--- config.mk ---
export PLATFORM = sky130hd
export DESIGN_NAME = lru_chunk_cache_lookup_core
export DESIGN_NICKNAME = d
export VERILOG_FILES = /design/src/lccl_pkg.sv /design/src/lccl_ctrl.sv /design/src/lccl_dp.sv /design/src/lru_chunk_cache_lookup_core.sv
export SDC_FILE = /design/constraint.sdc
export NUM_CORES = 1
export LEC_CHECK = 0
export ABC_CLOCK_PERIOD_IN_PS = 5400
export BUFFER_PORTS_ARGS = -buffer_cell sky130_fd_sc_hd__clkbuf_2
export CORE_AREA = 3 3 241 243
export DETAILED_ROUTE_END_ITERATION = 8
export DIE_AREA = 0 0 244 246
export PLACE_DENSITY = 0.78
export SLEW_MARGIN = 5
export SYNTH_ARGS = -nofsm -noshare
export SYNTH_HDL_FRONTEND = slang
export SYNTH_SLANG_ARGS = --single-unit
--- constraint.sdc ---
create_clock -name clk -period 5.4 [get_ports clk]
set_input_delay 0.27 -clock clk [delete_from_list [all_inputs] [get_ports clk]]
set_output_delay 0.27 -clock clk [all_outputs]
set_load 0.005 [all_outputs]
--- src/lccl_pkg.sv ---
// ----------------------------------------------------------------------------
// LRU chunk cache lookup package
// Sizes, stream field positions and controller/datapath interface types.
// ----------------------------------------------------------------------------
package lccl_pkg;

  // Chunk size in bytes, a power of two, and number of cache slots.
  localparam int CHUNK_BYTES = 65536;
  localparam int CACHE_SLOTS = 16;

  localparam int CHUNK_SHIFT = $clog2(CHUNK_BYTES);
  localparam int ROOM_W      = CHUNK_SHIFT + 1;
  localparam int SLOT_W      = (CACHE_SLOTS > 1) ? $clog2(CACHE_SLOTS) : 1;
  localparam int AGE_W       = SLOT_W;
  localparam int AGE_OLDEST  = CACHE_SLOTS - 1;

  // Field widths.
  localparam int OFF_W   = 40;
  localparam int WANT_W  = 32;
  localparam int CHUNK_W = 24;
  localparam int TAG_W   = 24;
  localparam int INOFF_W = 16;
  localparam int SPAN_W  = 17;
  localparam int SLOTO_W = 4;

  // Input tdata layout.
  localparam int IN_OFF_LSB  = 0;
  localparam int IN_WANT_LSB = IN_OFF_LSB + OFF_W;
  localparam int IN_TDATA_W  = 72;

  // Output tdata layout.
  localparam int OUT_CHUNK_LSB = 0;
  localparam int OUT_INOFF_LSB = OUT_CHUNK_LSB + CHUNK_W;
  localparam int OUT_SPAN_LSB  = OUT_INOFF_LSB + INOFF_W;
  localparam int OUT_HIT_BIT   = OUT_SPAN_LSB + SPAN_W;
  localparam int OUT_SLOT_LSB  = OUT_HIT_BIT + 1;
  localparam int OUT_EVICT_BIT = OUT_SLOT_LSB + SLOTO_W;
  localparam int OUT_VIC_LSB   = OUT_EVICT_BIT + 1;
  localparam int OUT_USED_W    = OUT_VIC_LSB + TAG_W;
  localparam int OUT_TDATA_W   = 88;

  // Commands from the controller to the datapath.
  typedef struct packed {
    logic capture;  // register the accepted request and split it
    logic update;   // run the lookup, update the tag store, load the result
  } dp_cmd_t;

  // Status from the datapath to the controller.
  typedef struct packed {
    logic out_stall;  // result register holds a result that is not being taken
  } dp_sts_t;

endpackage

--- src/lccl_ctrl.sv ---
// ----------------------------------------------------------------------------
// LRU chunk cache lookup controller
// Sequences request capture and the tag store update, one request at a time.
// ----------------------------------------------------------------------------
module lccl_ctrl (
  input  logic              clk,
  input  logic              rst_n,
  input  logic              in_tvalid,
  output logic              in_tready,
  input  lccl_pkg::dp_sts_t sts,
  output lccl_pkg::dp_cmd_t cmd
);

  typedef enum logic {
    S_IDLE,
    S_LOOKUP
  } state_t;

  state_t state_r, state_nxt;

  assign in_tready   = (state_r == S_IDLE);
  assign cmd.capture = in_tvalid && in_tready;
  assign cmd.update  = (state_r == S_LOOKUP) && !sts.out_stall;

  always_comb begin
    state_nxt = state_r;
    unique case (state_r)
      S_IDLE: begin
        if (cmd.capture) begin
          state_nxt = S_LOOKUP;
        end
      end
      S_LOOKUP: begin
        if (cmd.update) begin
          state_nxt = S_IDLE;
        end
      end
      default: state_nxt = S_IDLE;
    endcase
  end

  always_ff @(posedge clk) begin
    if (!rst_n) begin
      state_r <= S_IDLE;
    end else begin
      state_r <= state_nxt;
    end
  end

endmodule

--- src/lccl_dp.sv ---
// ----------------------------------------------------------------------------
// LRU chunk cache lookup datapath
// Offset split, fully associative tag store with LRU ages, result register.
// ----------------------------------------------------------------------------
module lccl_dp (
  input  logic                               clk,
  input  logic                               rst_n,
  input  logic [lccl_pkg::IN_TDATA_W-1:0]    in_tdata,
  output logic                               out_tvalid,
  input  logic                               out_tready,
  output logic [lccl_pkg::OUT_TDATA_W-1:0]   out_tdata,
  input  lccl_pkg::dp_cmd_t                  cmd,
  output lccl_pkg::dp_sts_t                  sts
);

  localparam int N = lccl_pkg::CACHE_SLOTS;

  // Split of the incoming request.
  logic [lccl_pkg::OFF_W-1:0]       in_off;
  logic [lccl_pkg::WANT_W-1:0]      in_want;
  logic [lccl_pkg::CHUNK_SHIFT-1:0] in_inoff;
  logic [lccl_pkg::ROOM_W-1:0]      in_room;
  logic [lccl_pkg::ROOM_W-1:0]      in_span;
  logic [lccl_pkg::CHUNK_W-1:0]     in_chunk;

  assign in_off   = in_tdata[lccl_pkg::IN_OFF_LSB +: lccl_pkg::OFF_W];
  assign in_want  = in_tdata[lccl_pkg::IN_WANT_LSB +: lccl_pkg::WANT_W];
  assign in_chunk = lccl_pkg::CHUNK_W'(in_off >> lccl_pkg::CHUNK_SHIFT);
  assign in_inoff = in_off[lccl_pkg::CHUNK_SHIFT-1:0];
  assign in_room  = lccl_pkg::ROOM_W'(lccl_pkg::CHUNK_BYTES) - {1'b0, in_inoff};
  assign in_span  = (in_want < lccl_pkg::WANT_W'(in_room)) ?
                    lccl_pkg::ROOM_W'(in_want) : in_room;

  logic [lccl_pkg::CHUNK_W-1:0]     req_chunk_r;
  logic [lccl_pkg::CHUNK_SHIFT-1:0] req_inoff_r;
  logic [lccl_pkg::ROOM_W-1:0]      req_span_r;

  always_ff @(posedge clk) begin
    if (cmd.capture) begin
      req_chunk_r <= in_chunk;
      req_inoff_r <= in_inoff;
      req_span_r  <= in_span;
    end
  end

  // Tag store.
  logic [N-1:0]                   valid_r, valid_nxt;
  logic [lccl_pkg::AGE_W-1:0]     age_r   [N];
  logic [lccl_pkg::AGE_W-1:0]     age_nxt [N];
  logic [lccl_pkg::TAG_W-1:0]     tag_r   [N];

  logic [N-1:0]               hit_oh, free_oh, old_oh, sel_oh;
  logic [lccl_pkg::SLOT_W-1:0] hit_idx, free_idx, old_idx, sel_idx;
  logic                        hit, any_free, evict;
  logic [lccl_pkg::AGE_W-1:0]  hit_age, limit;
  logic [lccl_pkg::TAG_W-1:0]  victim;
  logic                        f_hit, f_free, f_old;

  always_comb begin
    hit_oh   = '0;
    free_oh  = '0;
    old_oh   = '0;
    hit_idx  = '0;
    free_idx = '0;
    old_idx  = '0;
    f_hit    = 1'b0;
    f_free   = 1'b0;
    f_old    = 1'b0;
    hit_age  = '0;
    victim   = '0;
    for (int i = 0; i < N; i++) begin
      if (!f_hit && valid_r[i] && (tag_r[i] == req_chunk_r)) begin
        f_hit     = 1'b1;
        hit_oh[i] = 1'b1;
        hit_idx   = lccl_pkg::SLOT_W'(i);
      end
      if (!f_free && !valid_r[i]) begin
        f_free     = 1'b1;
        free_oh[i] = 1'b1;
        free_idx   = lccl_pkg::SLOT_W'(i);
      end
      // With every slot valid the ages are distinct, so the oldest has the top age.
      if (!f_old && (age_r[i] == lccl_pkg::AGE_W'(lccl_pkg::AGE_OLDEST))) begin
        f_old     = 1'b1;
        old_oh[i] = 1'b1;
        old_idx   = lccl_pkg::SLOT_W'(i);
      end
    end
    for (int i = 0; i < N; i++) begin
      if (hit_oh[i]) hit_age = hit_age | age_r[i];
      if (old_oh[i]) victim  = victim | tag_r[i];
    end
  end

  assign hit      = f_hit;
  assign any_free = f_free;
  assign evict    = !hit && !any_free;
  assign sel_oh   = hit ? hit_oh : (any_free ? free_oh : old_oh);
  assign sel_idx  = hit ? hit_idx : (any_free ? free_idx : old_idx);
  assign limit    = hit ? hit_age : lccl_pkg::AGE_W'(lccl_pkg::AGE_OLDEST);

  always_comb begin
    valid_nxt = valid_r;
    for (int i = 0; i < N; i++) begin
      age_nxt[i] = age_r[i];
      // On a fill into a free slot every valid entry ages by one.
      if (valid_r[i] && ((!hit && any_free) || (age_r[i] < limit))) begin
        age_nxt[i] = age_r[i] + lccl_pkg::AGE_W'(1);
      end
      if (sel_oh[i]) begin
        age_nxt[i]   = '0;
        valid_nxt[i] = 1'b1;
      end
    end
  end

  always_ff @(posedge clk) begin
    if (!rst_n) begin
      valid_r <= '0;
      for (int i = 0; i < N; i++) begin
        age_r[i] <= '0;
      end
    end else if (cmd.update) begin
      valid_r <= valid_nxt;
      for (int i = 0; i < N; i++) begin
        age_r[i] <= age_nxt[i];
      end
    end
  end

  always_ff @(posedge clk) begin
    for (int i = 0; i < N; i++) begin
      if (cmd.update && !hit && sel_oh[i]) begin
        tag_r[i] <= req_chunk_r;
      end
    end
  end

  // Result register.
  logic                          out_valid_r;
  logic [lccl_pkg::OUT_USED_W-1:0] out_data_r;

  always_ff @(posedge clk) begin
    if (!rst_n) begin
      out_valid_r <= 1'b0;
    end else if (cmd.update) begin
      out_valid_r <= 1'b1;
    end else if (out_tready) begin
      out_valid_r <= 1'b0;
    end
  end

  always_ff @(posedge clk) begin
    if (cmd.update) begin
      out_data_r <= {(evict ? victim : lccl_pkg::TAG_W'(0)),
                     evict,
                     lccl_pkg::SLOTO_W'(sel_idx),
                     hit,
                     lccl_pkg::SPAN_W'(req_span_r),
                     lccl_pkg::INOFF_W'(req_inoff_r),
                     req_chunk_r};
    end
  end

  assign out_tvalid    = out_valid_r;
  assign out_tdata     = lccl_pkg::OUT_TDATA_W'(out_data_r);
  assign sts.out_stall = out_valid_r && !out_tready;

endmodule

--- src/lru_chunk_cache_lookup_core.sv ---
// ----------------------------------------------------------------------------
// LRU chunk cache lookup core
// Splits a byte offset into chunk number and in-chunk offset, clamps the span
// to the chunk end, and looks the chunk up in a fully associative LRU tag store.
// ----------------------------------------------------------------------------
//
//   Channel   Direction  Ports                          Transaction
//   in_*      slave      in_tvalid/in_tready/in_tdata    one chunk access
//   out_*     master     out_tvalid/out_tready/out_tdata one lookup result
//
// Each request is captured and split when it is accepted in S_IDLE; the
// parallel tag compare, LRU age update and result register load follow in S_LOOKUP. The
// lookup waits while the result register still holds a result that has
// not been taken, and a new request is taken only once the last one has left S_LOOKUP.
// A new request is accepted while an older result waits at the output.
// Reset is synchronous and active low; it clears the slot valid bits and ages
// at once, with no sweep over the tag store.
//
// The valid slots always hold the distinct ages zero up to count minus one,
// with zero the newest. A hit makes the entry newest and ages the younger
// ones; a miss fills the lowest free slot, or once all slots are valid
// replaces the slot of the top age and reports its tag as the victim.
module lru_chunk_cache_lookup_core (
  input  logic                             clk,
  input  logic                             rst_n,
  input  logic                             in_tvalid,
  output logic                             in_tready,
  // in_tdata, lowest bit up: byte_offset[39:0], bytes_wanted[71:40]
  input  logic [lccl_pkg::IN_TDATA_W-1:0]  in_tdata,
  output logic                             out_tvalid,
  input  logic                             out_tready,
  // out_tdata, lowest bit up: chunk_number[23:0], offset_in_chunk[39:24],
  // span_bytes[56:40], hit[57], slot[61:58], evicted[62],
  // victim_chunk[86:63], zero pad[87]
  output logic [lccl_pkg::OUT_TDATA_W-1:0] out_tdata
);

  lccl_pkg::dp_cmd_t cmd;
  lccl_pkg::dp_sts_t sts;

  // The controller decides when a request is taken and when it is looked up.
  lccl_ctrl u_ctrl (
    .clk       (clk),
    .rst_n     (rst_n),
    .in_tvalid (in_tvalid),
    .in_tready (in_tready),
    .sts       (sts),
    .cmd       (cmd)
  );

  // The datapath holds the request, the tag store and the result register.
  lccl_dp u_dp (
    .clk        (clk),
    .rst_n      (rst_n),
    .in_tdata   (in_tdata),
    .out_tvalid (out_tvalid),
    .out_tready (out_tready),
    .out_tdata  (out_tdata),
    .cmd        (cmd),
    .sts        (sts)
  );

endmodule

==> flow_metrics.py <==
metrics = {
    "run_status": {
        "status": "finished clean",
    },
    "sta": {
        "maxSlewViolCount": 0,
        "post-route-period-util_pct": 98.3,
        "worst_pin_slew_ps": 977,
        "fin_skew_ps": 29.4,
        "slew-limit-headroom_pct": 34.9,
        "fmax_mhz": 188,
        "hold_viol_final": 0,
        "whs_ps": 34.1,
        "setup-tns-final_ps": 0,
        "setup_viol": 0,
        "fin_crit_ps": 5310,
    },
    "detailed_routing": {
        "vias": 24800,
        "antenna_left": 0,
        "vias_per_cell": 6.66,
        "wire_per_inst_um": 29.6,
        "remaining_drc_errors": 0,
        "drt_iter0_drc": 3932,
        "drt_pre_antenna_iters": 7,
        "routed_wl_um": 110000,
    },
    "critical_path": {
        "crit_top_cell": "buf_4",
        "cp_slowest_cell": "or4_4",
        "cp_slowest_stage_delay_ps": 610,
        "reg2reg_from": "u_dp.req_chunk_r[13]",
        "cpLargestDelayFamily": "simple AND/OR/NAND/NOR gates",
        "crit_start": "u_dp.req_chunk_r[13]",
        "worstPathMaxFanout": 18,
        "cp.required_ps": 5720,
        "arrival_ps": 5630,
        "worstPathCellList": "buf_12 > xor2_1 > or4_4 > or4_4 > and3_4 > nand3_1 > buf_4 > nor2_1 > buf_4 > inv_1 > o21ai_0 > a221oi_1 > nand3_1 > nor2_2 > buf_12 > ha_1 > o2111a_1 > a2111o_1 > a21oi_1 > buf_4",
        "startpoint_type": "flop",
        "crit_buf_inv": 6,
        "cp-end-kind": "flop",
        "crit_type": "reg2reg",
    },
    "flow_run": {
        "max-cap-violations": 0,
    },
    "cells_and_area": {
        "final_cell_mix": "edfxtp_1 (592), xnor2_1 (289), buf_4 (238)",
        "fill_cells": 4116,
        "seqCellArea_um2": 18100,
        "nNetsFinal": 3047,
        "syn_to_final_growth_pct": 20.4,
        "multiInputGateArea_um2": 12600,
        "antenna-diode-count": 0,
        "layout_commonest_cell": "edfxtp_1",
        "drive_above_1_share_pct": 20.8,
    },
    "global_route": {
        "antenna_found_initial": 1,
        "globalRouteMet3Util_pct": 8.60,
        "grt_use_met1_pct": 51.9,
        "grt_start_max_net_pins": 69,
        "track_usage_pct": 36.3,
        "grt_pass1_vias": 23800,
        "grt_overflow": 0,
        "grt_pass1_wl_um": 160000,
        "grt_busiest_layer": "met2",
        "met2_usage_pct": 53.6,
    },
    "synth": {
        "yosys.area.top_type": "edfxtp_1",
        "seq_area_frac_synth_pct": 58.1,
        "syn_nets": 2633,
        "synth_area_um2": 31200,
        "ys_seq_elements": 610,
        "synth_edf_count": 592,
        "synth_area_leaders": "edfxtp_1 (57%), xnor2_1 (8.7%), xor2_1 (3.4%)",
        "yosysTopAreaCellShare_pct": 57.0,
        "synthArstFlopShare_pct": 0,
        "synth_warnings": 0,
        "ys_types": 86,
        "ys.flop_type": "edfxtp_1",
        "syn_avg_cell_area_um2": 12.5,
        "syn_inst": 2492,
    },
    "clock_tree": {
        "cts.htree.levels": 3,
        "cts_tree": "done",
        "clkLatencyLatePin_ps": 630,
        "cts_buffers": 68,
        "ctsLongestPathBuffers": 3,
        "cts-root-buf": "clkbuf_16",
        "clock-sinks": 610,
        "clkTransAtPathRegs_ps": 60,
    },
    "placed_design": {
        "portBuffers": 164,
        "dp_hpwl_um": 81200,
        "gp_congestion": 1.06,
    },
    "power_and_ir_drop": {
        "switching_power_mw": 2.83,
        "p_clk_share_pct": 42.3,
        "p_int_mw": 8.57,
        "irDropWorstVdd_mv": 0.291,
        "pwr_density_cell_nw_per_um2": 304,
        "pwr-share-seq_pct": 48.0,
        "leakagePower_nw": 13.2,
        "pwr-share-comb_pct": 9.7,
        "p_sw_share_pct": 24.8,
        "total_power_mw": 11.4,
    },
    "floorplanning": {
        "rows": 87,
        "num_io_pins": 166,
        "initial_core_util_pct": 55.6,
        "dieArea_um2": 60000,
        "die_width_um": 244,
        "die_y_um": 246,
        "coreArea_um2": 56200,
    },
    "hold_path": {
        "hold_start": "in_tdata[53]",
        "min_path_type": "in2reg",
    },
}
[worst paths after layout]
kind / slack (ps) / cells after the start / end
worst min register to register: 420 / 0 / u_dp.out_data_r[41]
worst max-delay path: 90 / 20 / u_dp.age_r[1][0]
worst max register to register: 90 / 20 / u_dp.age_r[1][0]
worst min-delay path: 30 / 3 / u_dp.req_span_r[13]
[what timing repair did]
item | in CTS | in global routing
gates resized for setup | 4 | 41
buffers inserted | 0 | 3
setup endpoints to repair | 32 | 64
hold endpoints to repair | 57 | 0
hold buffers | 57 | 0
pin swaps | 1 | 4
gates cloned | 0 | 0
[cell type report]
class                      count  area share [%]
tap                          756            2.52
clock buffer                  83            4.76
timing repair buffer         470            9.02
sequential                   610            48.3
clock inverter                41            1.44
multi-input combinational   1702            33.4
inverter                      54           0.546
[routing by layer]
| metal | up-vias | wire length, um | share of wire (%) |
|---|---|---|---|
| met1 | 12100 | 43100 | 39 |
| met2 | 1846 | 47700 | 43 |
| met3 | 306 | 14100 | 13 |
| met5 | - | 0 | 0 |
| met4 | 0 | 5220 | 4.7 |
| li1 | 10500 | - | - |
[cell usage after synthesis (10+ instances only)]
| master | number |
|---|---|
| or4_1 | 23 |
| a21boi_1 | 10 |
| and3_1 | 39 |
| a222oi_1 | 26 |
| dfxtp_1 | 18 |
| mux2i_1 | 17 |
| a221o_1 | 50 |
| ha_1 | 65 |
| o21ai_0 | 32 |
| edfxtp_1 | 592 |
| o211ai_1 | 37 |
| or3_1 | 15 |
| nand4_1 | 124 |
| nand2_1 | 120 |
| a221oi_1 | 27 |
| nor3_1 | 40 |
| buf_2 | 16 |
| inv_1 | 53 |
| buf_6 | 19 |
| nand2b_1 | 14 |
| a22oi_1 | 76 |
| nor2_1 | 180 |
| o32ai_1 | 11 |
| buf_4 | 18 |
| a31oi_1 | 27 |
| xnor2_1 | 309 |
| a21oi_1 | 52 |
| a21o_1 | 14 |
| clkbuf_1 | 71 |
| nor4_1 | 64 |
| nand3_1 | 68 |
| xor2_1 | 121 |
[kinds of logic (layout without fill, tap and decap cells)]
group / Yosys count / in the layout / synth area share (%)
AO/OA/AOI/OAI: 419 / 419 / 10.4
buffers and inverters: 180 / 648 / 2.90
multiplexers: 20 / 20 / 0.653
other: 1 / 1 / 0.0120
AND/OR/NAND/NOR: 763 / 763 / 13.1
flip-flops: 610 / 610 / 58.1
XOR/XNOR: 430 / 430 / 12.1
adder cells (fa/ha/maj): 69 / 69 / 2.74
[worst register-to-register path: cells and delay by family, from the launching register on]
kind	cells	cell delay (ps)
XOR/XNOR	1	290
adder cells (fa/ha/maj)	1	260
flip-flops	1	440
AND/OR/NAND/NOR	7	2040
AO/OA/AOI/OAI	5	1000
buffers and inverters	6	970
[per-stage QoR]
step | instances | setup WS (ps) | instance area [um2] | util (%)
finish | 3716 | 91.7 | 37600 | 66.9
floorplan | 2492 | 16.3 | 31200 | -
global placement | 3532 | -60.7 | 34400 | 61.2
CTS | 3713 | 14.4 | 37300 | 66.4
global route | 3716 | -24.3 | 37600 | 66.9
detailed placement | 3532 | -152 | 34400 | 61.2
[registers in the layout (all words and copies together) (netlist names)]
| name | count |
|---|---|
| u_dp.tag_r | 384 |
| u_dp.out_data_r | 87 |
| u_dp.age_r | 64 |
| u_dp.req_chunk_r | 24 |
| u_dp.req_span_r | 17 |
| u_dp.req_inoff_r | 16 |
| u_dp.valid_r | 16 |
| u_ctrl.state_r | 1 |
| u_dp.out_tvalid | 1 |
[power by group through the flow]
stage               registers (mW)  clock network (mW)  logic (mW)
finish                        5.48                4.82        1.11
floorplan                     5.56                   0       0.542
global placement              5.56                   0        1.00
global route                  5.49                5.06        1.17
CTS                           5.47                4.85        1.07
detailed placement            5.57                   0        1.02
Note: power is estimated with default switching activity, not from simulation.
